## config.mk

```make
export PLATFORM = sky130hd
export DESIGN_NAME = fpa_front
export DESIGN_NICKNAME = d
export VERILOG_FILES = /design/src/hdl/fpa_pkg.sv /design/src/hdl/fpa_front.sv
export SDC_FILE = /design/constraint.sdc
export NUM_CORES = 2
export LEC_CHECK = 0
export BUFFER_PORTS_ARGS = -buffer_cell sky130_fd_sc_hd__buf_2
export CORE_AREA = 4 4 461 235
export CTS_BUF_LIST = sky130_fd_sc_hd__clkbuf_8
export CTS_CLUSTER_DIAMETER = 50
export DETAILED_ROUTE_END_ITERATION = 8
export DIE_AREA = 0 0 465 239
export SLEW_MARGIN = 0
export SYNTH_ARGS = -nofsm -noshare
export SYNTH_HDL_FRONTEND = slang
export SYNTH_SLANG_ARGS = --single-unit
```

## constraint.sdc

```tcl
create_clock -name clk -period 32.8 [get_ports clk]
set_clock_uncertainty 0.2 [all_clocks]
set_input_delay 4.92 -clock clk [delete_from_list [all_inputs] [get_ports clk]]
set_output_delay 4.92 -clock clk [all_outputs]
set_load 0.01 [all_outputs]
```

## src/hdl/fpa_pkg.sv

```systemverilog
`timescale 1ns / 1ps
package fpa_pkg;

  typedef enum logic [3:0] {
    OP_ADD = 4'd0,
    OP_SUB = 4'd1,
    OP_MUL = 4'd2,
    OP_DIV = 4'd3,
    OP_MIN = 4'd4,
    OP_MAX = 4'd5,
    OP_INC = 4'd6,
    OP_DEC = 4'd7,
    OP_I2F = 4'd8,
    OP_F2I = 4'd9
  } op_t;

  typedef enum logic [1:0] {
    REL_LESS    = 2'd0,
    REL_EQUAL   = 2'd1,
    REL_GREATER = 2'd2
  } rel_t;

  // Per-item control that rides along the pipe.
  typedef struct packed {
    logic [3:0] cmd;
    logic [1:0] relation;
    logic       ovf;
    logic       dz;
    logic       neg;
  } ctl_t;

endpackage

```

## src/hdl/fpa_front.sv

```systemverilog
`timescale 1ns / 1ps
module fpa_front #(
  parameter int DATA_WIDTH = 32,
  parameter int FRAC_BITS  = 8
) (
  input  logic                                clk,
  input  logic                                rst_n,
  input  logic                                en,
  input  logic                                in_valid,
  input  logic [3:0]                          cmd,
  input  logic [DATA_WIDTH-1:0]               operand_a,
  input  logic [DATA_WIDTH-1:0]               operand_b,
  output logic                                out_valid,
  output fpa_pkg::ctl_t                       out_ctl,
  output logic [DATA_WIDTH-1:0]               out_res,
  output logic [DATA_WIDTH+FRAC_BITS-1:0]     out_num,
  output logic [DATA_WIDTH-1:0]               out_d
);
  localparam int W  = DATA_WIDTH;
  localparam int F  = FRAC_BITS;
  localparam int PW = 2 * W + 1;
  localparam logic [W-1:0] MAXV = {1'b0, {(W-1){1'b1}}};
  localparam logic [W-1:0] MINV = {1'b1, {(W-1){1'b0}}};
  localparam logic [W-1:0] RND  = W'((1 << F) - 1);
  localparam logic [PW-1:0] HALF = PW'(1) << (F - 1);

  logic                valid_r;
  fpa_pkg::ctl_t       ctl_r, ctl_nxt;
  logic [W-1:0]        res_r, res_nxt;
  logic [W-1:0]        n_r, d_r, ma, mb;
  logic [2*W-1:0]      prod_r;
  logic [W:0]          sum;
  logic [W-1:0]        op2, f2i_tmp;
  logic                use_sub, a_neg, b_neg, hi_ones, hi_zeros;
  logic [PW-1:0]       msum, mq, mlim;

  assign a_neg = operand_a[W-1];
  assign b_neg = operand_b[W-1];
  assign ma = a_neg ? (~operand_a + W'(1)) : operand_a;
  assign mb = b_neg ? (~operand_b + W'(1)) : operand_b;
  assign use_sub = (cmd == fpa_pkg::OP_SUB) || (cmd == fpa_pkg::OP_DEC);
  assign op2 = ((cmd == fpa_pkg::OP_INC) || (cmd == fpa_pkg::OP_DEC)) ? W'(1) : operand_b;
  assign sum = use_sub ? ({a_neg, operand_a} - {op2[W-1], op2})
                       : ({a_neg, operand_a} + {op2[W-1], op2});
  assign hi_ones  = &operand_a[W-1:W-1-F];
  assign hi_zeros = ~|operand_a[W-1:W-1-F];
  assign f2i_tmp  = operand_a + (a_neg ? RND : '0);

  always_comb begin
    ctl_nxt     = '0;
    ctl_nxt.cmd = cmd;
    ctl_nxt.neg = a_neg ^ b_neg;
    if ($signed(operand_a) < $signed(operand_b)) begin
      ctl_nxt.relation = fpa_pkg::REL_LESS;
    end else if (operand_a == operand_b) begin
      ctl_nxt.relation = fpa_pkg::REL_EQUAL;
    end else begin
      ctl_nxt.relation = fpa_pkg::REL_GREATER;
    end
    res_nxt = '0;
    unique case (cmd)
      fpa_pkg::OP_ADD, fpa_pkg::OP_SUB, fpa_pkg::OP_INC, fpa_pkg::OP_DEC: begin
        if (sum[W] != sum[W-1]) begin
          ctl_nxt.ovf = 1'b1;
          res_nxt     = sum[W] ? MINV : MAXV;
        end else begin
          res_nxt = sum[W-1:0];
        end
      end
      fpa_pkg::OP_DIV: begin
        if (operand_b == '0) begin
          ctl_nxt.dz = 1'b1;
          res_nxt    = a_neg ? MINV : MAXV;
        end
      end
      fpa_pkg::OP_MIN: res_nxt = ($signed(operand_a) <= $signed(operand_b)) ? operand_a : operand_b;
      fpa_pkg::OP_MAX: res_nxt = ($signed(operand_a) >= $signed(operand_b)) ? operand_a : operand_b;
      fpa_pkg::OP_I2F: begin
        if (!hi_ones && !hi_zeros) begin
          ctl_nxt.ovf = 1'b1;
          res_nxt     = a_neg ? MINV : MAXV;
        end else begin
          res_nxt = operand_a << F;
        end
      end
      fpa_pkg::OP_F2I: res_nxt = W'($signed(f2i_tmp) >>> F);
      default:         res_nxt = '0;
    endcase
  end

  always_ff @(posedge clk) begin
    if (!rst_n) begin
      valid_r <= 1'b0;
    end else if (en) begin
      valid_r <= in_valid;
    end
  end

  always_ff @(posedge clk) begin
    if (en) begin
      ctl_r  <= ctl_nxt;
      res_r  <= res_nxt;
      n_r    <= ma;
      d_r    <= mb;
      prod_r <= ma * mb;
    end
  end

  // Multiply finish: round half away from zero, scale, saturate.
  assign msum = {1'b0, prod_r} + HALF;
  assign mq   = msum >> F;
  assign mlim = ctl_r.neg ? PW'(MINV) : PW'(MAXV);

  always_comb begin
    out_ctl = ctl_r;
    out_res = res_r;
    if (ctl_r.cmd == fpa_pkg::OP_MUL) begin
      if (mq > mlim) begin
        out_ctl.ovf = 1'b1;
        out_res     = ctl_r.neg ? MINV : MAXV;
      end else begin
        out_res = ctl_r.neg ? (~mq[W-1:0] + W'(1)) : mq[W-1:0];
      end
    end
  end

  assign out_valid = valid_r;
  assign out_num   = {n_r, {F{1'b0}}};
  assign out_d     = d_r;

endmodule

```

==> reports/qor.txt <==
Outcome: complete, no violations
Hold Crit Depth: 2
Root Buffer: clkbuf_8
Worst-Skew Late Latency: 0.66 ns
Gr ovfl total: 0
Post-Synthesis Cell Area: 46,800 sq um
Prevailing post-synth register cell: edfxtp_1
Resize count post-CTS: 0
Largest net degree at the start of global routing: 69
Most common cell after layout, fill and taps aside: inv_1
First-pass GRT wire length: 285 mm
Max-cap violations: 0
Slew margin rel.: 0.0548
Cell Rows: 84
Vias in the first global route: 40,264
Filler cell count: 10,191
Most frequent cells in the layout: inv_1, fa_1, nor2_1, nand2_1, ha_1
Clock transition at path regs: 0.12 ns
Fin. Hold Viols: 0
Core Box Area: 104,000 sq um
I/O Buffers: 177
Worst reg2reg path depth: 2
Routed vias/inst: 5.88
Slowest-stage cell, CP: a211oi_1
Largest stage delay, worst path: 0.67 ns
Fmax: 63.4 MHz
Synth Register Bits: 163
Maximum fanout along the worst path: 26
TritonCTS Sinks: 163
Yosys warning count: 0
CP Capture Type: flop
CTS Buf Count: 17
Final worst-path cycle share: 0.481
Req. time, crit path: 33.03 ns
Worst hold path type: reg -> reg
Asr flop ratio synth: 0
CP Class: in -> reg
DR iter-0 viols: 5,009
CTS tree: built
CTS Hold Bufs: 0
Total track usage: 0.356
Critical Path AT: 15.99 ns
TNS Setup: 0 ns
Routed WL: 195 mm
CTS Buffer Depth: 2
Post-route insts no fill: 6,950
Detailed placement HPWL: 155 mm
DRT Pass-1 Iters: 6
Die Area: 111,000 sq um
Sequential area share after synthesis: 0.104
Worst-margin pin slew: 1.41 ns
Post-layout min period: 15.77 ns
Unrepaired setup endpoints after global routing: false
DRC viols: 0
Area Overhead vs Synth: 6.81%
Die width: 465 um
Final Wtd Congestion: 1.00
Syn Area/Cell: 8.56 sq um
Number of setup buffers added after CTS: 0
Startpoint Class: input port
Setup violators final: 0
Boundary Pins: 186
Layout cells sized above 1: 0.0805
Final Slew Violations: 0
Vias post-DR: 40,845
Number of synthesized flops with an enable pin: 162
Post-route ant nets: 0
Layout Nets: 6,849
Initial antenna violation count: 6
CTS H-tree lvls: 4
Initial Utilization: 0.448
Placed Cells: 6,913
Crit path top cell by count: fa_1
DR WL/cell: 28.1 um
Chip height: 239 um
Cells after Synth: 5,460
Post-synth cell types: 102
cells in the mapped netlist, types with 24 or more instances:
cell type / number / area [sq um]
o21ai_0: 147 / 736
nand3_1: 90 / 450
nor2_1: 741 / 2780
ha_1: 368 / 4600
and3_1: 26 / 163
a31oi_1: 27 / 169
a21o_1: 61 / 458
o211ai_1: 27 / 203
a21oi_1: 173 / 866
nand2_1: 697 / 2620
a221oi_1: 24 / 210
edfxtp_1: 162 / 4860
nand4_1: 63 / 394
xor2_1: 82 / 718
a211oi_1: 26 / 195
xnor2_1: 130 / 1140
inv_1: 1053 / 3950
nor3_1: 47 / 235
fa_1: 896 / 17900
clkbuf_1: 213 / 800
logic make-up (layout without fill, tap and decap cells):
group,Yosys count,count (layout),synth area share
other,1,13,0.0000802
DFF,163,163,0.104
xor gates and xnor gates,215,215,0.0408
muxes,21,21,0.00460
and+or+nand+nor,1809,1809,0.167
AOI/OAI and AO/OA,641,641,0.0895
adders and majority gates,1264,1264,0.482
buffers and inverters,1346,1405,0.112
final timing paths:
path | slack [ns] | startpoint | end
worst max register to register | 32.00 | out_valid$_SDFFE_PN0P_ | out_valid$_SDFFE_PN0P_
worst max-delay path | 17.03 | operand_b[0] | prod_r[62]$_DFFE_PP_
worst min-delay path | 0.33 | out_valid$_SDFFE_PN0P_ | out_valid$_SDFFE_PN0P_
worst min register to register | 0.33 | out_valid$_SDFFE_PN0P_ | out_valid$_SDFFE_PN0P_
layer usage:
| layer | global-route usage | up-vias | wire [um] |
|---|---|---|---|
| li1 | - | 17164 | - |
| met1 | 0.544 | 20653 | 88300 |
| met2 | 0.427 | 2776 | 68200 |
| met3 | 0.194 | 246 | 34700 |
| met4 | 0.0729 | 6 | 3760 |
| met5 | 0.0156 | - | 254 |
registers in the layout, indices dropped and copies added (netlist names):
name,flops
out_valid,1
prod_r,57
n_r,32
out_ctl,8
out_d,32
res_r,32
ctl_r,1
critical path: cells and delay by family:
kind / cells / cell delay (ns)
xor+xnor: 2 / 0.15
fa+ha+maj: 9 / 4.35
buf+inv: 5 / 1.20
compound gates: 6 / 2.05
simple gates: 12 / 3.27
per-stage QoR:
stage	hold slack [ns]	setup slack (ns)	area (sq um)	util
2_1_floorplan	0.338	18.23	46800	-
3_3_place_gp	0.293	16.60	49500	0.475
5_1_grt	0.365	16.69	49900	0.478
6_report	0.333	17.03	49900	0.478
3_5_place_dp	0.306	16.57	49500	0.475
4_1_cts	0.333	17.26	49900	0.478
layout make-up:
type | count | area, sq um | area share
timing repair buffer | 298 | 1800 | 0.0361
inverter | 1075 | 4040 | 0.0808
clock buffer | 19 | 262 | 0.00524
antenna | 5 | 12.5 | 0.000251
clock inverter | 13 | 119 | 0.00238
multi-input combinational | 3958 | 37000 | 0.742
sequential | 163 | 4880 | 0.0978
tap | 1419 | 1780 | 0.0356
Power is left out: the tool's default activity adds up to more than one toggle a clock period on the data nets, which glitch-free logic cannot reach.
