--- config.mk ---
export PLATFORM = sky130hd
export DESIGN_NAME = fpa_back
export DESIGN_NICKNAME = d
export VERILOG_FILES = /design/src/hdl/fpa_pkg.sv /design/src/hdl/fpa_back.sv
export SDC_FILE = /design/constraint.sdc
export NUM_CORES = 1
export LEC_CHECK = 0
export ABC_AREA = 0
export BUFFER_PORTS_ARGS = -buffer_cell sky130_fd_sc_hd__buf_2
export CAP_MARGIN = 20
export CELL_PAD_IN_SITES_DETAIL_PLACEMENT = 0
export CELL_PAD_IN_SITES_GLOBAL_PLACEMENT = 1
export CORE_MARGIN = 5
export CORE_UTILIZATION = 37
export CTS_BUF_LIST = sky130_fd_sc_hd__clkbuf_16
export DETAILED_ROUTE_END_ITERATION = 6
export MAX_ROUTING_LAYER = met4
export PLACE_DENSITY_LB_ADDON = 0.3
export SLEW_MARGIN = 20
export SYNTH_ARGS = -nofsm -noshare
export SYNTH_HDL_FRONTEND = slang
export SYNTH_SLANG_ARGS = --single-unit
--- constraint.sdc ---
create_clock -name clk -period 9.9 [get_ports clk]
set_input_delay 1.98 -clock clk [delete_from_list [all_inputs] [get_ports clk]]
set_output_delay 1.98 -clock clk [all_outputs]
set_load 0.02 [all_outputs]
--- src/hdl/fpa_pkg.sv ---
`timescale 1ns / 1ps
package fpa_pkg;

  typedef enum logic [3:0] {
    OP_ADD = 4'd0,
    OP_SUB = 4'd1,
    OP_MUL = 4'd2,
    OP_DIV = 4'd3,
    OP_MIN = 4'd4,
    OP_MAX = 4'd5,
    OP_INC = 4'd6,
    OP_DEC = 4'd7,
    OP_I2F = 4'd8,
    OP_F2I = 4'd9
  } op_t;

  typedef enum logic [1:0] {
    REL_LESS    = 2'd0,
    REL_EQUAL   = 2'd1,
    REL_GREATER = 2'd2
  } rel_t;

  // Per-item control that rides along the pipe.
  typedef struct packed {
    logic [3:0] cmd;
    logic [1:0] relation;
    logic       ovf;
    logic       dz;
    logic       neg;
  } ctl_t;

endpackage

--- src/hdl/fpa_back.sv ---
`timescale 1ns / 1ps
module fpa_back #(
  parameter int DATA_WIDTH = 32,
  parameter int FRAC_BITS  = 8
) (
  input  logic                            clk,
  input  logic                            rst_n,
  input  logic                            en,
  input  logic                            in_valid,
  input  fpa_pkg::ctl_t                   in_ctl,
  input  logic [DATA_WIDTH-1:0]           in_res,
  input  logic [DATA_WIDTH-1:0]           in_d,
  input  logic [DATA_WIDTH-1:0]           in_rem,
  input  logic [DATA_WIDTH+FRAC_BITS-1:0] in_quo,
  output logic                            out_valid,
  output fpa_pkg::ctl_t                   out_ctl,
  output logic [DATA_WIDTH-1:0]           out_res
);
  localparam int W = DATA_WIDTH;
  localparam int Q = DATA_WIDTH + FRAC_BITS;
  localparam logic [W-1:0] MAXV = {1'b0, {(W-1){1'b1}}};
  localparam logic [W-1:0] MINV = {1'b1, {(W-1){1'b0}}};

  logic          valid_r;
  fpa_pkg::ctl_t ctl_r, ctl_nxt;
  logic [W-1:0]  res_r, res_nxt;
  logic          round_up;
  logic [Q:0]    qmag, qlim;

  // Round to nearest: bump when twice the remainder reaches the divisor.
  assign round_up = {in_rem, 1'b0} >= {1'b0, in_d};
  assign qmag     = {1'b0, in_quo} + (Q+1)'(round_up);
  assign qlim     = in_ctl.neg ? (Q+1)'(MINV) : (Q+1)'(MAXV);

  always_comb begin
    ctl_nxt = in_ctl;
    res_nxt = in_res;
    if ((in_ctl.cmd == fpa_pkg::OP_DIV) && !in_ctl.dz) begin
      if (qmag > qlim) begin
        ctl_nxt.ovf = 1'b1;
        res_nxt     = in_ctl.neg ? MINV : MAXV;
      end else begin
        res_nxt = in_ctl.neg ? (~qmag[W-1:0] + W'(1)) : qmag[W-1:0];
      end
    end
  end

  always_ff @(posedge clk) begin
    if (!rst_n) begin
      valid_r <= 1'b0;
    end else if (en) begin
      valid_r <= in_valid;
    end
  end

  always_ff @(posedge clk) begin
    if (en) begin
      ctl_r <= ctl_nxt;
      res_r <= res_nxt;
    end
  end

  assign out_valid = valid_r;
  assign out_ctl   = ctl_r;
  assign out_res   = res_r;

endmodule

==> out/results.ini, run 1 <==
[status]
status = completed

[clocking]
numCtsBuffers = 5
clk_latency_ns = 0.28
cts_hold_buf = 0
cts_root_buffer = clkbuf_16
cts_setup_buffers = 0
path_clk_slew_ns = 0.06
cts_tree = done
h-tree-depth = 2
cts.sinks = 42
cts_resized = 0
clockBufferDepth = 2

[synth]
syn_nets = 889
synth-edff-count = 41
synth_area_leaders = edfxtp_1 23%, ha_1 15%, nand2_1 4.7%
ys_ff_latch = 42
syn_area_per_cell_sq_um = 8.01
synth_area_sq_mm = 0.00540
netlist_instances = 674
synth_cell_types = 69
synth_top_area_frac = 0.228
async_flop_share = 0
ys_warn_count = 0
synth_top_cell_by_area = edfxtp_1
ys_seq_area_frac = 0.232
ys.flop_type = edfxtp_1

[job]
cap_violations = 0

[setup_path]
crit_start = in_d[1]
r2r_slack_ns = 9.31
crit_type = input pin to register
worst_path_max_delay_cell = or4_1
crit_path_max_incr_delay_ns = 0.70
crit_arrival_ns = 8.54
cp.required_ns = 9.93
rr_worst_depth = 2
reg2reg_to = out_valid
critPathLaunchType = input pin
path_max_fanout = 19
path_depth = 28
cp_common_cell = o21a_1
crit_path_end_kind = register
crit_buf_inv = 3
crit_family = simple AND/OR/NAND/NOR gates
r2r-start = out_valid
crit_end = out_res[31]

[timing]
period_share = 0.859
drv_slew = 0
final_hold_viol_count = 0
max_freq_ghz = 0.118
period_needed_ns = 8.51
slew_headroom = 0.382
skew_ns = 0
rsz0062_at_grt = no
setup_viol = 0
fin_setup_tns_ns = 0
worst_slew_pin_slew_ns = 0.927

[routing]
viasPerCell = 5.41
remaining_drc_errors = 0
ant_nets = 0
drt_iter0_markers = 292
avgRoutedWirePerCell_microns = 16.4
vias = 5571
routed_wirelength_microns = 16900
drt-pass1-iter-count = 5

[finish]
seqCellArea_sq_mm = 0.00125
antenna_cells = 0
drive_gt1_frac = 0.276
final_cells = 1029
area_growth_pct = 22.8
fill_cells = 1454
multi_input_area_sq_mm = 0.00380
nets = 1059

[power_and_ir_drop]
powerDensity_mw_per_mm2 = 90.2
leakagePower_nw = 2.99
vdd_drop_max_v = 0.0000532

[worst_hold_path]
hold_path_class = register to register

[place]
port_buffers = 190
dp_hpwl_microns = 14100
placed_cells_incl_taps = 1021
place_congestion = 0.887

[floorplan]
io_pins = 191
core.rowCount = 44
die_h_microns = 131
die-area_sq_mm = 0.0171
core_sq_mm = 0.0144
dieWidth_microns = 131
start_util = 0.374

[global_route]
globalRouteTotalUtil = 0.199
grt_max_degree = 66
antenna_found_initial = 0
gr-total-overflow = 0
grt_pass1_wl_microns = 26800
grt_pass1_vias = 5310

==> synthesized netlist by cell type, types with 2 or more instances <==
master,count
nand2b_1,4
buf_2,5
a21boi_1,2
nand3_1,26
o31a_1,3
nand4_2,3
or2_2,6
a21o_1,11
o211ai_1,13
nor4_1,10
edfxtp_1,41
a211oi_1,8
inv_1,52
a21boi_0,3
nand4_1,25
clkbuf_1,17
mux2_2,4
o31ai_1,14
a21oi_1,43
nor2_1,47
or3_1,3
and2_1,4
and3_1,5
buf_1,2
buf_4,6
nor3b_1,3
a31oi_1,8
xor2_1,22
nor2b_1,7
nand2_1,68
nor3_1,24
o21a_1,15
and4_1,6
o21ai_0,40
mux2i_1,8
ha_1,66
o32a_1,3
or4_1,5
xnor2_1,12
==> placed cells by master, fill, tap and decap left out, types with 4 or more instances in the layout <==
cell and n:
a211oi_1 8, a21o_1 11, a21oi_1 43, a31oi_1 8, and2_1 4, and3_1 5
and4_1 6, buf_2 190, buf_4 5, clkbuf_16 5, edfxtp_1 41, ha_1 66
inv_1 52, mux2_2 4, mux2i_1 8, nand2_1 68, nand2b_1 4, nand3_1 26
nand4_1 25, nor2_1 47, nor2b_1 7, nor3_1 24, nor4_1 9, o211ai_1 13
o21a_1 15, o21ai_0 40, o31ai_1 14, or2_2 6, or4_1 5, xnor2_1 12
xor2_1 22
==> cell families after synthesis <==
kind of cell	after synthesis	synth area share
adders and majority gates	66	0.153
DFF	42	0.232
and+or+nand+nor	260	0.259
muxes	12	0.0232
xor gates and xnor gates	34	0.0552
AOI/OAI and AO/OA	176	0.212
buffers and inverters	84	0.0654
==> state kept, by name (all words and copies together), names as in the netlist <==
signal and count:
out_ctl 9, out_res 32, out_valid 1
==> through the flow <==
stage | power [mW] | instance area, sq um | hold WS, ns | util | setup WS [ns]
6_report | 0.598 | 6630 | 0.517 | 0.460 | 1.39
5_1_grt | 0.635 | 6630 | 0.583 | 0.460 | 0.906
4_1_cts | 0.604 | 6630 | 0.529 | 0.460 | 1.39
3_5_place_dp | 0.422 | 6460 | 0.509 | 0.448 | 1.12
3_3_place_gp | 0.417 | 6460 | 0.495 | 0.448 | 1.36
2_1_floorplan | 0.339 | 5400 | 0.589 | - | 2.45
==> worst min path at each step <==
| stage | start | endpoint | cells after the start |
|---|---|---|---|
| global placement | out_valid | out_valid | 2 |
| global route | out_valid | out_valid | 2 |
| finish | out_valid | out_valid | 2 |
| CTS | out_valid | out_valid | 2 |
| detailed placement | out_valid | out_valid | 2 |
| floorplan | out_valid | out_valid | 2 |
==> where the power goes <==
part,internal [mW],total [mW],switching [mW]
logic,0.0818,0.203,0.121
registers,0.212,0.215,0.00352
clock network,0.118,0.179,0.0614
==> cell type report <==
cell class	instances	share of cell area
multi-input combinational	548	0.573
timing repair buffer	195	0.149
tap	184	0.0347
inverter	52	0.0294
clock buffer	5	0.0189
sequential	42	0.189
clock inverter	3	0.00604
==> routing by layer <==
layer	routed length, microns	vias up	part of all wire	global-route usage
met4	153	0	0.0090	0.0387
met2	7180	206	0.42	0.292
met1	8410	2513	0.50	0.300
li1	-	2838	-	-
met5	0	-	0	-
met3	1180	14	0.070	0.0167
==> tightest hold or removal path: stages, from the launching register on <==
cell     delay (ns)
dfxtp_1        0.32
mux2i_1        0.07
nor2b_1        0.09
(Power assumes the default switching activity.)
==> run 2, diff against run 1 <==
- MAX_ROUTING_LAYER: met4 -> unset
==> run 2 against run 1 <==
Net effect: clock skew unchanged; final cell count unchanged; first-iteration DRC count is 16% lower; utilization is 0.19 points lower; clock-buffer cell count unchanged; clock power shrank 16%; wire length grew 1.4%; hold slack got worse by 0.0097 ns; global-route usage fell by 0.59 points; via count up 1.2%.
==> out/results.ini, run 2 (synthesis results as in run 1) <==
[status]
status = completed  ; unchanged

[timing]
period_share = 0.857  ; was 0.859
period_needed_ns = 8.48  ; was 8.51 ns
rsz0062_at_grt = no  ; unchanged
fin_setup_tns_ns = 0  ; unchanged
max_freq_ghz = 0.118  ; about the same
setup_viol = 0  ; unchanged
final_hold_viol_count = 0  ; unchanged
worst_slew_pin_slew_ns = 0.957  ; was 0.927 ns
skew_ns = 0  ; unchanged
drv_slew = 0  ; unchanged
fin_hold_ws_ns = 0.507  ; was 0.517 ns
slew_headroom = 0.362  ; was 0.382

[place]
dp_hpwl_microns = 14200  ; was 14100 microns
port_buffers = 190  ; unchanged
placed_cells_incl_taps = 1021  ; unchanged
place_area_sq_mm = 0.00646  ; unchanged
place_congestion = 0.907  ; was 0.887

[clocking]
numCtsBuffers = 5  ; unchanged
clk_latency_ns = 0.27  ; was 0.28 ns
clockBufferDepth = 2  ; unchanged
path_clk_slew_ns = 0.06  ; about the same
cts_resized = 0  ; unchanged
cts_root_buffer = clkbuf_16  ; unchanged
cts_tree = done  ; unchanged
cts.sinks = 42  ; unchanged
h-tree-depth = 2  ; unchanged
cts_hold_buf = 0  ; unchanged
cts_setup_buffers = 0  ; unchanged

[finish]
largest_reg_flops = 32  ; unchanged
area_growth_pct = 22.3  ; was 22.8%
multi_input_area_sq_mm = 0.00380  ; unchanged
drive_gt1_frac = 0.273  ; was 0.276
seqCellArea_sq_mm = 0.00125  ; unchanged
stdcell_area_sq_mm = 0.00660  ; was 0.00663 sq mm
final_common_cell = buf_2  ; unchanged
nets = 1059  ; unchanged
layout_common_cells = 190 x buf_2, 68 x nand2_1, 66 x ha_1, 53 x inv_1, 47 x nor2_1  ; was 190 x buf_2, 68 x nand2_1, 66 x ha_1, 52 x inv_1, 47 x nor2_1
antenna_cells = 0  ; unchanged
final_cells = 1029  ; unchanged
fill_cells = 1471  ; was 1454

[setup_path]
crit_path_end_kind = register  ; unchanged
crit_family = simple AND/OR/NAND/NOR gates  ; unchanged
crit_buf_inv = 3  ; unchanged
crit_arrival_ns = 8.51  ; was 8.54 ns
worst_path_max_delay_cell = or4_1  ; unchanged
critPathLaunchType = input pin  ; unchanged
crit_path_max_incr_delay_ns = 0.69  ; was 0.70 ns
cp_common_cell = o21a_1  ; unchanged
path_max_fanout = 19  ; unchanged
cp.required_ns = 9.93  ; about the same
crit_type = input pin to register  ; unchanged

[routing]
ant_nets = 0  ; unchanged
vias = 5639  ; was 5571
drt-pass1-iter-count = 5  ; unchanged
drt_iter0_markers = 245  ; was 292
remaining_drc_errors = 0  ; unchanged
viasPerCell = 5.48  ; was 5.41
routed_wirelength_microns = 17200  ; was 16900 microns
avgRoutedWirePerCell_microns = 16.7  ; was 16.4 microns

[global_route]
globalRouteTotalUtil = 0.193  ; was 0.199
grt_max_degree = 66  ; unchanged
grt_pass1_wl_microns = 26800  ; about the same
grt_pass1_vias = 5310  ; unchanged
antenna_found_initial = 0  ; unchanged
gr-total-overflow = 0  ; unchanged

[power_and_ir_drop]
pwr-share-clk = 0.264  ; was 0.300
p_int_mw = 0.385  ; was 0.412 mW
p_seq_frac = 0.378  ; was 0.361
vdd_drop_max_v = 0.0000686  ; was 0.0000532 V
pwr-share-comb = 0.358  ; was 0.340
p_switching_mw = 0.185  ; was 0.186 mW
powerDensity_mw_per_mm2 = 86.3  ; was 90.2 mW/mm^2
leakagePower_nw = 2.98  ; was 2.99 nW
netSwitchingFraction = 0.324  ; was 0.311

[floorplan]
die-area_sq_mm = 0.0171  ; unchanged
dieWidth_microns = 131  ; unchanged
io_pins = 191  ; unchanged
core.rowCount = 44  ; unchanged
start_util = 0.374  ; unchanged
die_h_microns = 131  ; unchanged
core_sq_mm = 0.0144  ; unchanged

[worst_hold_path]
hold_path_class = register to register  ; unchanged

[job]
cap_violations = 0  ; unchanged

## run 2: cell count changes in the layout (fill, tap and decap cells not counted), sizes merged
cell | previous run | this run
bufinv | 1 | 0
inv | 52 | 53
## run 2: metal layers
metal	vias to the layer above	global-route usage	wire length, microns
li1	2845	-	-
met3	12	0.0256	1270
met4	0	0.0399	152
met5	-	0	0
met2	200	0.289	7410
met1	2582	0.296	8320
## run 2: layout make-up
class	count	area share
Tap cell	184	0.0349
Clock buffer	5	0.0190
Clock inverter	3	0.00190
Timing Repair Buffer	195	0.150
Inverter	52	0.0296
Sequential cell	42	0.190
Multi-Input combinational cell	548	0.575
## run 2: worst register-to-register path, delay by kind of cell, from the launching register on
kind / cells / cell delay, ns
DFF: 1 / 0.30
muxes: 1 / 0.12
and+or+nand+nor: 1 / 0.06
## run 2: power by group through the flow
stage          clock network [mW]  registers (mW)  logic (mW)
2_1_floorplan                   0           0.239       0.101
3_3_place_gp                    0           0.219       0.198
3_5_place_dp                    0           0.219       0.204
4_1_cts                     0.155           0.216       0.204
5_1_grt                     0.163           0.217       0.229
6_report                    0.150           0.215       0.204
## run 2: worst paths after layout
| check | start | endpoint | slack, ns | cells past startpoint |
|---|---|---|---|---|
| min | out_valid | out_valid | 0.51 | 2 |
| max reg2reg | out_valid | out_valid | 9.31 | 2 |
| min reg2reg | out_valid | out_valid | 0.51 | 2 |
| max | in_d[1] | out_res[31] | 1.42 | 28 |
## run 2: metrics by stage
step,utilization,power [mW],setup WS [ns]
2_1_floorplan,-,0.339,2.45
3_3_place_gp,0.448,0.417,1.48
3_5_place_dp,0.448,0.423,1.20
4_1_cts,0.458,0.575,1.47
5_1_grt,0.458,0.609,0.791
6_report,0.458,0.570,1.42
==> run 3, diff against run 2 <==
- REMOVE_ABC_BUFFERS: unset -> 1
- TNS_END_PERCENT: unset -> 50
==> run 3 against run 2 <==
Net effect: worst setup slack worse by 0.19 ns; hold slack better by 0.020 ns; via count up 0.46%; largest power group unchanged; critical path depth unchanged; fmax down 2.2%; flip-flop and latch count unchanged; utilization up 0.28 points; critical endpoint unchanged; highest routed layer unchanged.
==> out/results.ini, run 3 (synthesis results as in run 1) <==
[global_route]
grt_pass1_vias = 5661  ; was 5310
gr-total-overflow = 0  ; unchanged
globalRouteTotalUtil = 0.199  ; was 0.193
grt_max_degree = 65  ; was 66
grt_pass1_wl_microns = 27300  ; was 26800 microns
antenna_found_initial = 0  ; unchanged

[routing]
ant_nets = 0  ; unchanged
drt-met1-wl_microns = 7450  ; was 8320 microns
drt_iter0_markers = 322  ; was 245
viasPerCell = 5.50  ; was 5.48
drt-pass1-iter-count = 4  ; was 5
routed_wirelength_microns = 17400  ; was 17200 microns
remaining_drc_errors = 0  ; unchanged
highest_layer = met4  ; unchanged
wl_met2_microns = 8380  ; was 7410 microns
wl_met3_microns = 1440  ; was 1270 microns
avgRoutedWirePerCell_microns = 16.9  ; was 16.7 microns
vias = 5665  ; was 5639

[timing]
fin_setup_tns_ns = 0  ; unchanged
rsz0062_at_grt = no  ; unchanged
max_freq_ghz = 0.115  ; was 0.118 GHz
skew_ns = 0  ; unchanged
period_needed_ns = 8.67  ; was 8.48 ns
period_share = 0.876  ; was 0.857
slew_headroom = 0.322  ; was 0.362
final_hold_viol_count = 0  ; unchanged
drv_slew = 0  ; unchanged
setup_viol = 0  ; unchanged
worst_slew_pin_slew_ns = 1.02  ; was 0.957 ns

[floorplan]
io_pins = 191  ; unchanged
core_sq_mm = 0.0144  ; unchanged
dieWidth_microns = 131  ; unchanged
die_h_microns = 131  ; unchanged
core.rowCount = 44  ; unchanged
die-area_sq_mm = 0.0171  ; unchanged
start_util = 0.374  ; unchanged

[place]
placed_cells_incl_taps = 1022  ; was 1021
dp_hpwl_microns = 13900  ; was 14200 microns
place_area_sq_mm = 0.00647  ; was 0.00646 sq mm
port_buffers = 190  ; unchanged
place_congestion = 0.910  ; was 0.907

[setup_path]
crit_type = input pin to register  ; unchanged
path_max_fanout = 19  ; unchanged
cp.required_ns = 9.95  ; was 9.93 ns
critPathLaunchType = input pin  ; unchanged
crit_path_end_kind = register  ; unchanged
crit_arrival_ns = 8.72  ; was 8.51 ns

[power_and_ir_drop]
powerDensity_mw_per_mm2 = 92.4  ; was 86.3 mW/mm^2
vdd_drop_max_v = 0.0000750  ; was 0.0000686 V
leakagePower_nw = 2.99  ; was 2.98 nW

[clocking]
cts_resized = 0  ; unchanged
clk_latency_ns = 0.29  ; was 0.27 ns
cts_setup_buffers = 0  ; unchanged
cts_hold_buf = 0  ; unchanged
cts.sinks = 42  ; unchanged
path_clk_slew_ns = 0.07  ; was 0.06 ns
numCtsBuffers = 5  ; unchanged
cts_root_buffer = clkbuf_16  ; unchanged
clockBufferDepth = 2  ; unchanged
cts_tree = done  ; unchanged
h-tree-depth = 2  ; unchanged

[finish]
nets = 1060  ; was 1059
largest_reg_flops = 32  ; unchanged
fill_cells = 1504  ; was 1471
antenna_cells = 0  ; unchanged
final_cells = 1030  ; was 1029
layout_common_cells = 190 x buf_2, 68 x nand2_1, 66 x ha_1, 52 x inv_1, 47 x nor2_1  ; was 190 x buf_2, 68 x nand2_1, 66 x ha_1, 53 x inv_1, 47 x nor2_1
final_common_cell = buf_2  ; unchanged
area_growth_pct = 23.1  ; was 22.3%
stdcell_area_sq_mm = 0.00664  ; was 0.00660 sq mm
fin_util = 0.460  ; was 0.458
drive_gt1_frac = 0.277  ; was 0.273

[status]
status = completed  ; unchanged

[job]
cap_violations = 0  ; unchanged

[worst_hold_path]
hold_path_class = register to register  ; unchanged

==> run 3: cell types whose count changed in the layout (fill, tap and decap cells not counted), sizes merged <==
cell	delta
inv	-1
clkinv	-2
bufinv	+1
clkinvlp	+2
buf	+1
==> run 3: layer usage <==
| metal | vias to the layer above | global-route usage |
|---|---|---|
| li1 | 2845 | - |
| met1 | 2626 | 0.245 |
| met2 | 182 | 0.357 |
| met3 | 12 | 0.0439 |
| met4 | 0 | 0.0405 |
| met5 | - | 0 |
==> run 3: metrics by stage <==
| stage | hold slack (ns) | power, mW | setup slack [ns] |
|---|---|---|---|
| 2_1_floorplan | 0.589 | 0.332 | 1.59 |
| 3_3_place_gp | 0.491 | 0.416 | 1.38 |
| 3_5_place_dp | 0.526 | 0.421 | 0.928 |
| 4_1_cts | 0.537 | 0.619 | 1.22 |
| 5_1_grt | 0.570 | 0.650 | 0.466 |
| 6_report | 0.527 | 0.614 | 1.23 |
==> run 3: worst paths after layout <==
path | start | to | slack (ns) | cells after the start
setup reg to reg | out_valid | out_valid | 9.30 | 2
hold / removal | out_valid | out_valid | 0.53 | 2
setup / recovery | in_d[1] | out_res[31] | 1.23 | 28
hold reg to reg | out_valid | out_valid | 0.53 | 2
==> run 3: area by class of cell <==
type	instances	area (sq um)	area share
clock inverters	3	45.0	0.00678
repair buffers	196	996	0.150
multi-input cells	548	3800	0.572
inverters	52	195	0.0294
well taps	184	230	0.0347
clock buffers	5	125	0.0188
flip-flops and latches	42	1250	0.188
==> run 3: where the power goes <==
part           total, mW  internal [mW]  switching (mW)  leakage [nW]
registers          0.215          0.212         0.00316         0.409
clock network      0.197          0.119          0.0775        0.0760
logic              0.202         0.0819           0.120          2.50
total              0.614          0.413           0.201          2.99
==> run 3: critical path, cell delays in order <==
cell and delay [ns]:
buf_2 0.07, inv_1 0.05, ha_1 0.27, nor2b_1 0.18, o21a_1 0.14, o21a_1 0.11, o21a_1 0.11, o21a_1 0.10
o21ai_0 0.06, a21boi_0 0.15, a2111oi_0 0.09, o31ai_1 0.26, ha_1 0.37, nand4_2 0.21, or4_1 0.70, nor4_1 0.58
xnor2_1 0.20, inv_1 0.11, ha_1 0.33, nand4_1 0.21, nor4_1 0.51, o221ai_1 0.24, o211ai_1 0.16, o211ai_1 0.13
nand4_1 0.10, nand2b_1 0.78, a21boi_1 0.15, o32a_1 0.38
