<file path="src/hdl/fpa_pkg.sv">
`timescale 1ns / 1ps
package fpa_pkg;

  typedef enum logic [3:0] {
    OP_ADD = 4'd0,
    OP_SUB = 4'd1,
    OP_MUL = 4'd2,
    OP_DIV = 4'd3,
    OP_MIN = 4'd4,
    OP_MAX = 4'd5,
    OP_INC = 4'd6,
    OP_DEC = 4'd7,
    OP_I2F = 4'd8,
    OP_F2I = 4'd9
  } op_t;

  typedef enum logic [1:0] {
    REL_LESS    = 2'd0,
    REL_EQUAL   = 2'd1,
    REL_GREATER = 2'd2
  } rel_t;

  // Per-item control that rides along the pipe.
  typedef struct packed {
    logic [3:0] cmd;
    logic [1:0] relation;
    logic       ovf;
    logic       dz;
    logic       neg;
  } ctl_t;

endpackage

</file>
<file path="src/hdl/fpa_div_cell.sv">
`timescale 1ns / 1ps
module fpa_div_cell #(
  parameter int DATA_WIDTH = 32,
  parameter int FRAC_BITS  = 8
) (
  input  logic                            clk,
  input  logic                            rst_n,
  input  logic                            en,
  input  logic                            in_valid,
  input  fpa_pkg::ctl_t                   in_ctl,
  input  logic [DATA_WIDTH-1:0]           in_res,
  input  logic [DATA_WIDTH+FRAC_BITS-1:0] in_num,
  input  logic [DATA_WIDTH-1:0]           in_d,
  input  logic [DATA_WIDTH-1:0]           in_rem,
  input  logic [DATA_WIDTH+FRAC_BITS-1:0] in_quo,
  output logic                            out_valid,
  output fpa_pkg::ctl_t                   out_ctl,
  output logic [DATA_WIDTH-1:0]           out_res,
  output logic [DATA_WIDTH+FRAC_BITS-1:0] out_num,
  output logic [DATA_WIDTH-1:0]           out_d,
  output logic [DATA_WIDTH-1:0]           out_rem,
  output logic [DATA_WIDTH+FRAC_BITS-1:0] out_quo
);
  localparam int W = DATA_WIDTH;
  localparam int Q = DATA_WIDTH + FRAC_BITS;

  logic          valid_r;
  fpa_pkg::ctl_t ctl_r;
  logic [W-1:0]  res_r, d_r, rem_r, rem_nxt;
  logic [Q-1:0]  num_r, quo_r;
  logic [W:0]    trial, diff;
  logic          ge;

  // One restoring step: bring down the next dividend bit.
  assign trial   = {in_rem, in_num[Q-1]};
  assign diff    = trial - {1'b0, in_d};
  assign ge      = trial >= {1'b0, in_d};
  assign rem_nxt = ge ? diff[W-1:0] : trial[W-1:0];

  always_ff @(posedge clk) begin
    if (!rst_n) begin
      valid_r <= 1'b0;
    end else if (en) begin
      valid_r <= in_valid;
    end
  end

  always_ff @(posedge clk) begin
    if (en) begin
      ctl_r <= in_ctl;
      res_r <= in_res;
      num_r <= in_num << 1;
      d_r   <= in_d;
      rem_r <= rem_nxt;
      quo_r <= {in_quo[Q-2:0], ge};
    end
  end

  assign out_valid = valid_r;
  assign out_ctl   = ctl_r;
  assign out_res   = res_r;
  assign out_num   = num_r;
  assign out_d     = d_r;
  assign out_rem   = rem_r;
  assign out_quo   = quo_r;

endmodule

</file>
<file path="config.mk">
export PLATFORM = sky130hd
export DESIGN_NAME = fpa_div_cell
export DESIGN_NICKNAME = d
export VERILOG_FILES = /design/src/hdl/fpa_pkg.sv /design/src/hdl/fpa_div_cell.sv
export SDC_FILE = /design/constraint.sdc
export NUM_CORES = 1
export LEC_CHECK = 0
export BUFFER_PORTS_ARGS = -buffer_cell sky130_fd_sc_hd__buf_4
export CORE_AREA = 2 2 146 148
export CTS_CLUSTER_SIZE = 14
export DETAILED_ROUTE_END_ITERATION = 7
export DIE_AREA = 0 0 148 150
export GPL_TIMING_DRIVEN = 0
export PLACE_DENSITY = 0.73
export REMOVE_ABC_BUFFERS = 1
export SLEW_MARGIN = 20
export SYNTH_ARGS = -nofsm -noshare
export SYNTH_HDL_FRONTEND = slang
export SYNTH_SLANG_ARGS = --single-unit
</file>
<file path="constraint.sdc">
create_clock -name clk -period 4.3 [get_ports clk]
set_input_delay 1.29 -clock clk [delete_from_list [all_inputs] [get_ports clk]]
set_output_delay 1.29 -clock clk [all_outputs]
set_load 0.05 [all_outputs]
</file>
==> flow_metrics.py, run 1 <==
metrics = {
    "outcome": {
        "status": "complete, no violations",
    },
    "logic_synthesis": {
        "synth-compound-area-share_pct": 9.46,
        "synth-main-ff-cell": "edfxtp_1",
        "async_flop_share_pct": 0,
        "synth-warning-count": 0,
        "avgSynthCellArea_sq_um": 14.6,
        "yosys.area_share.adder_pct": 5.40,
        "netlist_instances": 532,
        "synth_cell_types": 49,
        "synth-edff-count": 184,
        "synthSimpleGateAreaFrac_pct": 5.90,
        "ys_seq_area_share_pct": 71.3,
        "synth.area.mux_share_pct": 1.83,
        "synth_top_family_by_area": "compound AO/OA/AOI/OAI gates",
        "synth_xor_area_share_pct": 3.04,
        "syn-cell-area_sq_um": 7780,
        "ys_ff_latch": 185,
    },
    "clock_network": {
        "cts_sinks": 185,
        "cts-htree-levels": 4,
        "cts_tree": "built",
        "cts_max_path_buffers": 2,
        "insertion_delay_ns": 0.43,
        "cts_root_buf": "clkbuf_16",
        "cts.clk_slew.worst_paths_ns": 0.08,
        "cts_buffers": 17,
    },
    "grt": {
        "grt_max_degree": 96,
        "gr-total-overflow": 0,
        "grt_pass1_vias": 5714,
        "grt_pass1_wl_mm": 34.0,
        "antenna_found_initial": 2,
        "grt_usage_pct": 20.6,
    },
    "final_layout": {
        "finish.utilization_pct": 55.9,
        "drive_gt1_share_pct": 46.7,
        "areaGrowthSynthToFinish_pct": 48.7,
        "nFillCells": 1743,
        "layout_common_cells": "buf_4 (378), edfxtp_1 (184), a21oi_1 (54)",
        "nets": 1138,
        "final_common_cell": "buf_4",
        "num_antenna_cells": 0,
    },
    "worst_setup_path": {
        "max_stage_delay_ns": 0.51,
        "endpoint_kind": "flip-flop",
        "r2r_slack_ns": 3.68,
        "crit_chain": "buf_4 -> inv_1 -> ha_2 -> nand4_1 -> or4_1 -> a21oi_1 -> nor3_1 -> a211oi_2 -> o21ai_2 -> o31ai_4 -> buf_6 -> buf_6 -> mux2_2",
        "worstPathRequired_ns": 4.48,
        "crit_path_frequent_cell": "buf_6",
        "crit_type": "in2reg",
        "worstRegToRegCells": 2,
        "critPathLaunchType": "input port",
        "cpMaxStageDelayCell": "or4_1",
        "crit_arrival_ns": 4.35,
        "critPathMaxFanout": 18,
    },
    "power_and_ir_drop": {
        "p_leak_nw": 5.00,
        "power.density_nw_per_um2": 454,
        "p_clk_share_pct": 30.4,
        "p_total_mw": 5.25,
        "peakVddDrop_v": 0.000263,
        "p_int_mw": 3.44,
        "power.switching_mw": 1.81,
        "power.share.combinational_pct": 27.2,
        "seqPwrFrac_pct": 42.4,
        "switching_share_pct": 34.4,
    },
    "sta": {
        "fin_crit_ns": 4.16,
        "setup_violations": 0,
        "max_clock_freq_mhz": 240,
        "fin_skew_ns": 0,
        "relSlewSlack_pct": 49.4,
        "fin_worst_hold_slack_ns": 0.550,
        "setup_tns_ns": 0,
        "tightest_slew_ns": 0.759,
        "post-route-period-util_pct": 96.8,
        "hold_violations": 0,
        "report.final.slew_viol_count": 0,
    },
    "floorplanning": {
        "die_area_sq_um": 22200,
        "chipHeight_microns": 150,
        "num_rows": 53,
        "floorplan.initialDensity_pct": 37.6,
        "fp.dieW_microns": 148,
        "core_sq_um": 20700,
        "ios": 375,
    },
    "route": {
        "vias": 5828,
        "ant_nets": 0,
        "drt-total-wl_mm": 24.4,
        "routed_via_density": 4.84,
        "wl_per_cell_microns": 20.3,
        "drt_iter0_markers": 423,
        "dr.pass1.iters": 5,
        "drcViolationCount": 0,
    },
    "place": {
        "io_buffers": 372,
        "place_congestion": 0.854,
        "post-dp-hpwl_mm": 18.6,
    },
    "worst_hold_path": {
        "worstHoldPathCells": 2,
        "min_path_type": "reg2reg",
    },
    "job": {
        "cap_violations": 0,
    },
}
==> final timing paths <==
path / endpoint / from
setup reg to reg: out_valid$_SDFFE_PN0P_ / out_valid$_SDFFE_PN0P_
hold / removal: out_valid$_SDFFE_PN0P_ / out_valid$_SDFFE_PN0P_
hold reg to reg: out_valid$_SDFFE_PN0P_ / out_valid$_SDFFE_PN0P_
setup / recovery: out_rem[4]$_DFFE_PP_ / in_d[18]
==> final cells by class <==
| type | instances | area (sq um) | area share, % |
|---|---|---|---|
| sequential | 185 | 5550 | 47.9 |
| timing repair buffer | 383 | 2910 | 25.2 |
| multi-input combinational | 291 | 2020 | 17.5 |
| clock buffer | 17 | 425 | 3.68 |
| tap | 275 | 344 | 2.97 |
| clock inverter | 15 | 176 | 1.52 |
| inverter | 38 | 143 | 1.23 |
==> power groups by stage <==
stage          combinational [mW]  clock (mW)  sequential, mW
3_3_place_gp                 1.40           0            2.27
2_1_floorplan               0.287           0            2.86
4_1_cts                      1.42        1.63            2.23
3_5_place_dp                 1.42           0            2.27
6_report                     1.43        1.59            2.23
5_1_grt                      1.49        1.69            2.25
==> what timing repair did <==
action / 4_1_cts / 5_1_grt
hold buffers: 0 / 0
buffers inserted: 0 / 7
setup endpoints to repair: 0 / 8
gates resized for setup: 0 / 8
==> kinds of logic after synthesis <==
| group | after synthesis |
|---|---|
| AO/OA/AOI/OAI | 118 |
| XOR/XNOR | 27 |
| adder cells (fa/ha/maj) | 33 |
| buffers and inverters | 56 |
| flip-flops | 185 |
| multiplexers | 13 |
| other | 1 |
| AND/OR/NAND/NOR | 99 |
==> stage by stage <==
stage	std cells	area (sq um)	worst slack, ns
final	1204	11600	0.137
after global routing	1204	11600	-0.0462
after CTS	1197	11500	0.0536
after detailed placement	1165	10900	-0.399
after global placement	1161	10800	-1.52
after floorplan	514	7690	-0.414
==> critical path: cells and delay by family <==
family,cells,cell delay [ns]
AO/OA/AOI/OAI,4,0.96
AND/OR/NAND/NOR,3,0.81
buffers and inverters,4,0.51
adder cells (fa/ha/maj),1,0.39
multiplexers,1,0.35
==> per-layer routing <==
layer / track usage (%) / part of all wire (%) / vias to the layer above
met5: 0 / 0.13 / -
met3: 7.90 / 8.8 / 31
met1: 23.0 / 37 / 2802
li1: - / - / 2760
met2: 36.5 / 52 / 231
met4: 6.43 / 2.3 / 4
==> sequential cells by signal, indices dropped and copies added, names as in the netlist <==
signal and count:
out_quo 40, out_num 39, out_d 32, out_rem 32, out_res 32, out_ctl 9, out_valid 1
==> Yosys cell counts, types with 2 or more instances <==
cell         n  area (sq um)
edfxtp_1   184          5530
a21oi_1     54           270
inv_1       38           143
nor2_1      36           135
ha_1        32           400
nand2_1     27           101
o21ai_0     16          80.1
xnor2_1     16           140
a21o_1      12          90.1
xor2_1      11          96.3
buf_2        8          40.0
nand3_1      8          40.0
nand4_1      7          43.8
mux2_2       6          67.6
o21a_1       6          45.0
a31oi_1      5          31.3
clkbuf_1     5          18.8
buf_4        4          30.0
mux2_1       4          45.0
nand2b_1     4          25.0
nor4_1       4          25.0
o211ai_1     4          30.0
a211oi_1     3          22.5
mux2i_1      3          30.0
nor2b_1      3          18.8
o21bai_1     3          22.5
a211o_1      2          17.5
a2bb2oi_1    2          17.5
and4_1       2          17.5
nor3_1       2          10.0
o22ai_1      2          12.5
o41ai_1      2          17.5
No activity file was read; power rests on OpenSTA's default activity.
==> inputs of run 2 (changes only) <==
- BUFFER_PORTS_ARGS: -buffer_cell sky130_fd_sc_hd__buf_4 -> default
- CORE_AREA: 2 2 146 148 -> 2 2 144 146
- DIE_AREA: 0 0 148 150 -> 0 0 146 148
- DONT_BUFFER_PORTS: default -> 1
- PLACE_DENSITY: 0.73 -> 0.58
==> flow_metrics.py, run 2 (synthesized netlist as in run 1, its figures left out) <==
metrics = {
    "worst_setup_path": {
        "cpLargestDelayFamily": "compound AO/OA/AOI/OAI gates",
        "worst-path-buf-inv": 1,
        "critPathMaxFanout": 4,
        "crit_type": "in2reg",
        "rr_startpoint": "out_valid$_SDFFE_PN0P_",
        "max_stage_delay_ns": 0.42,
        "worstPathRequired_ns": 4.48,
        "r2r-end": "out_valid$_SDFFE_PN0P_",
        "crit_path_frequent_cell": "a21oi_1",
        "endpoint_kind": "flip-flop",
        "r2r_slack_ns": 3.33,
        "worstRegToRegCells": 2,
        "critPathLaunchType": "input port",
        "crit_chain": "inv_1 -> ha_1 -> fa_1 -> nand2b_1 -> a21oi_1 -> o21ai_0 -> o311a_1 -> a31oi_1 -> a21oi_1 -> o41ai_2 -> xor2_1 -> mux2_1",
        "crit_arrival_ns": 4.24,
        "cpMaxStageDelayCell": "fa_1",
    },
    "worst_hold_path": {
        "min_from": "out_valid$_SDFFE_PN0P_",
        "worstHoldPathCells": 2,
        "min_to": "out_valid$_SDFFE_PN0P_",
        "min_path_type": "reg2reg",
    },
    "floorplanning": {
        "fp.dieW_microns": 146,
        "die_area_sq_um": 21600,
        "core_sq_um": 20000,
        "num_rows": 52,
        "floorplan.initialDensity_pct": 38.8,
        "chipHeight_microns": 148,
        "ios": 375,
    },
    "sta": {
        "rsz0062_at_grt": "no",
        "tightest_slew_ns": 0.564,
        "post-route-period-util_pct": 94.4,
        "report.final.slew_viol_count": 0,
        "max_clock_freq_mhz": 246,
        "setup_tns_ns": 0,
        "hold_violations": 0,
        "fin_skew_ns": 0,
        "fin_crit_ns": 4.06,
        "relSlewSlack_pct": 62.5,
        "setup_violations": 0,
    },
    "power_and_ir_drop": {
        "peakVddDrop_v": 0.000201,
        "p_total_mw": 4.74,
        "p_leak_nw": 3.17,
        "power.density_nw_per_um2": 548,
    },
    "route": {
        "dr.pass1.iters": 4,
        "wl_met1_mm": 7.48,
        "drt_iter0_markers": 254,
        "drcViolationCount": 0,
        "wl_met2_mm": 10.3,
        "vias": 4420,
        "routed_via_density": 5.39,
        "dr.max_layer_used": "met4",
        "wl_met3_mm": 1.81,
        "ant_nets": 0,
        "wl_per_cell_microns": 24.3,
        "drt-total-wl_mm": 19.9,
    },
    "clock_network": {
        "cts-htree-levels": 4,
        "cts_sinks": 185,
        "cts_buffers": 17,
        "cts.clk_slew.worst_paths_ns": 0.08,
        "cts_root_buf": "clkbuf_16",
        "cts_tree": "built",
        "insertion_delay_ns": 0.42,
        "ctsResizeCount": 0,
        "cts_max_path_buffers": 2,
        "post-cts-setup-buffers": 0,
        "cts-hold-fix-buffers": 0,
    },
    "grt": {
        "grt_pass1_vias": 4228,
        "antenna_found_initial": 1,
        "grt_usage_pct": 17.6,
        "grt_pass1_wl_mm": 28.0,
        "grt_max_degree": 186,
        "gr-total-overflow": 0,
    },
    "final_layout": {
        "largest_register_ffs": 40,
        "drive_gt1_share_pct": 8.38,
        "layout_common_cells": "edfxtp_1 (184), a21oi_1 (54), inv_1 (38)",
        "nFillCells": 1849,
        "areaGrowthSynthToFinish_pct": 11.1,
        "final_common_cell": "edfxtp_1",
        "nets": 758,
    },
    "place": {
        "post-dp-hpwl_mm": 15.1,
        "io_buffers": 0,
        "place_congestion": 0.832,
    },
    "job": {
        "cap_violations": 0,
    },
    "outcome": {
        "status": "complete, no violations",
    },
}
-- run 2: tightest hold or removal path: cells and delay by family, from the launching register on --
family	cells	cell delay (ns)
DFF	1	0.48
muxes	1	0.21
and+or+nand+nor	1	0.06
-- run 2: layout make-up --
class	instances	area [sq um]	area share (%)
inverters	38	143	1.65
clock buffers	18	429	4.97
diodes	1	2.50	0.0290
clock inverters	14	146	1.69
multi-input cells	291	2010	23.2
well taps	270	338	3.91
repair buffers	3	33.8	0.391
flip-flops and latches	185	5550	64.2
-- run 2: routing by layer --
metal  global-route usage [%]  up-vias
met5                        0        -
li1                         -     2001
met2                     30.3      218
met3                     7.38       20
met4                     6.07        0
met1                     19.9     2181
-- run 2: worst max-delay path by stage --
| stage | end | cells past startpoint | from | slack (ns) |
|---|---|---|---|---|
| floorplan | out_rem[10]$_DFFE_PP_ | 10 | in_d[7] | -0.41 |
| global placement | out_rem[8]$_DFFE_PP_ | 10 | in_d[18] | -1.37 |
| detailed placement | out_rem[30]$_DFFE_PP_ | 12 | in_num[39] | -0.22 |
| CTS | out_rem[30]$_DFFE_PP_ | 12 | in_num[39] | 0.22 |
| global route | out_rem[8]$_DFFE_PP_ | 12 | in_d[15] | 0.07 |
| finish | out_rem[30]$_DFFE_PP_ | 12 | in_num[39] | 0.24 |
-- run 2: power breakdown --
group          leakage [nW]  internal, mW  switching, mW
Combinational          1.08         0.157          0.210
Sequential             1.81          2.20          0.667
Clock                 0.279         0.778          0.727
-- run 2: metrics by stage --
stage	instances	util, %	worst slack (ns)	cell area, sq um	hold WS [ns]
finish	820	43.1	0.239	8640	0.790
detailed placement	787	40.2	-0.221	8060	0.786
global route	819	43.1	0.0655	8640	0.796
global placement	784	40.0	-1.37	8020	0.779
floorplan	514	-	-0.414	7690	0.743
CTS	819	43.1	0.218	8630	0.796
==> inputs of run 3 (changes only) <==
- PLACE_DENSITY: 0.58 -> 0.52
==> flow_metrics.py, run 3 (synthesized netlist as in run 1, its figures left out) <==
metrics = {
    "final_layout": {
        "areaGrowthSynthToFinish_pct": 11.4,
        "num_antenna_cells": 0,
        "final_common_cell": "edfxtp_1",
        "area.sequential_sq_um": 5550,
        "fin_area_sq_um": 8660,
        "drive_gt1_share_pct": 8.71,
        "largest_register_ffs": 40,
        "nets": 760,
        "layout_common_cells": "edfxtp_1 (184), a21oi_1 (54), inv_1 (38)",
        "multiInputGateArea_sq_um": 2010,
        "nFillCells": 1875,
    },
    "worst_setup_path": {
        "endpoint_kind": "flip-flop",
        "cpMaxStageDelayCell": "fa_1",
        "critPathMaxFanout": 4,
        "max_stage_delay_ns": 0.41,
        "crit_path_frequent_cell": "a21oi_1",
        "crit_chain": "inv_1 -> ha_1 -> fa_1 -> nand2b_1 -> a21oi_1 -> o21ai_0 -> o311a_1 -> a31oi_1 -> a21oi_1 -> o41ai_2 -> xor2_1 -> mux2_1",
        "critPathLaunchType": "input port",
        "worstPathRequired_ns": 4.49,
        "crit_arrival_ns": 4.22,
        "r2r-end": "out_valid$_SDFFE_PN0P_",
        "worstRegToRegCells": 2,
        "crit_type": "in2reg",
        "r2r_slack_ns": 3.31,
        "rr_startpoint": "out_valid$_SDFFE_PN0P_",
    },
    "power_and_ir_drop": {
        "peakVddDrop_v": 0.000175,
        "p_total_mw": 4.76,
        "p_leak_nw": 3.18,
        "power.density_nw_per_um2": 550,
    },
    "worst_hold_path": {
        "min_path_type": "reg2reg",
        "worstHoldPathCells": 2,
        "min_from": "out_valid$_SDFFE_PN0P_",
        "min_to": "out_valid$_SDFFE_PN0P_",
    },
    "route": {
        "drt_iter0_markers": 236,
        "drcViolationCount": 0,
        "dr.pass1.iters": 4,
        "wl_per_cell_microns": 23.6,
        "dr.max_layer_used": "met4",
        "vias": 4367,
        "wl_met2_mm": 9.83,
        "ant_nets": 0,
        "wl_met3_mm": 1.98,
        "drt-total-wl_mm": 19.4,
        "routed_via_density": 5.32,
        "wl_met1_mm": 7.14,
    },
    "clock_network": {
        "cts_tree": "built",
        "insertion_delay_ns": 0.43,
        "cts-htree-levels": 4,
        "cts_max_path_buffers": 2,
        "cts_root_buf": "clkbuf_16",
        "cts_sinks": 185,
        "cts.clk_slew.worst_paths_ns": 0.08,
        "cts_buffers": 17,
        "cts-hold-fix-buffers": 0,
    },
    "sta": {
        "max_clock_freq_mhz": 248,
        "setup_tns_ns": 0,
        "report.final.slew_viol_count": 0,
        "relSlewSlack_pct": 61.7,
        "fin_worst_hold_slack_ns": 0.803,
        "rsz0062_at_grt": "no",
        "post-route-period-util_pct": 93.8,
        "hold_violations": 0,
        "setup_violations": 0,
        "setup_slack_ns": 0.266,
        "fin_crit_ns": 4.03,
        "tightest_slew_ns": 0.576,
        "fin_skew_ns": 0,
    },
    "grt": {
        "grt_pass1_vias": 4252,
        "gr-total-overflow": 0,
        "antenna_found_initial": 0,
        "grt_pass1_wl_mm": 27.3,
        "grt_usage_pct": 17.3,
        "grt_max_degree": 186,
    },
    "floorplanning": {
        "floorplan.initialDensity_pct": 38.8,
        "die_area_sq_um": 21600,
        "ios": 375,
        "fp.dieW_microns": 146,
        "num_rows": 52,
        "core_sq_um": 20000,
        "chipHeight_microns": 148,
    },
    "outcome": {
        "status": "complete, no violations",
    },
    "place": {
        "pre_cts_slack_ns": -0.414,
        "io_buffers": 0,
        "place_congestion": 0.838,
        "placed_area_sq_um": 8060,
        "post-dp-hpwl_mm": 14.4,
    },
    "job": {
        "cap_violations": 0,
    },
}
## run 3: cell types whose count changed in the layout (fill, tap and decap cells not counted), sizes merged
cell / previous run / this run
clkinv: 5 / 7
clkinvlp: 1 / 0
diode: 1 / 0
buf: 3 / 5
inv: 46 / 45
## run 3: what timing repair did
action                                 in CTS  in global routing
resized for setup                           0                  1
setup buffers                               0                  2
setup endpoints to repair                   0                  7
endpoints found under the hold margin       0                  0
## run 3: routing by layer
metal,GRT usage (%),vias up
met2,28.9,231
li1,-,2012
met4,7.43,0
met5,0,-
met3,8.33,24
met1,18.9,2100
## run 3: how the worst max path moves through the flow
stage / end / slack, ns / depth (start not counted) / startpoint
after floorplan: out_rem[10]$_DFFE_PP_ / -0.41 / 10 / in_d[7]
after global placement: out_rem[4]$_DFFE_PP_ / -1.36 / 10 / in_d[16]
after detailed placement: out_rem[10]$_DFFE_PP_ / -0.41 / 12 / in_d[16]
after CTS: out_rem[4]$_DFFE_PP_ / 0.03 / 12 / in_d[16]
after global routing: out_rem[30]$_DFFE_PP_ / 0.06 / 12 / in_num[39]
final: out_rem[30]$_DFFE_PP_ / 0.27 / 12 / in_num[39]
## run 3: metrics by stage
step	util, %	std cells
3_3_place_gp	40.0	784
4_1_cts	43.1	819
2_1_floorplan	-	514
5_1_grt	43.2	821
3_5_place_dp	40.2	787
6_report	43.2	821
## run 3: cell type report
type | instances | area share (%)
repair buffers | 5 | 0.563
flip-flops and latches | 185 | 64.0
inverters | 38 | 1.65
well taps | 270 | 3.90
clock buffers | 18 | 4.95
multi-input cells | 291 | 23.1
clock inverters | 14 | 1.79
## run 3: worst max-delay path: cells and delay by family
family	cells	cell delay, ns
muxes	1	0.30
buffers and inverters	1	0.02
xor gates and xnor gates	1	0.11
AOI/OAI and AO/OA	6	1.70
adders and majority gates	2	0.62
and+or+nand+nor	1	0.18
## run 3: power breakdown
group	internal, mW	switching (mW)
combinational	0.159	0.210
clock	0.782	0.747
sequential	2.20	0.666
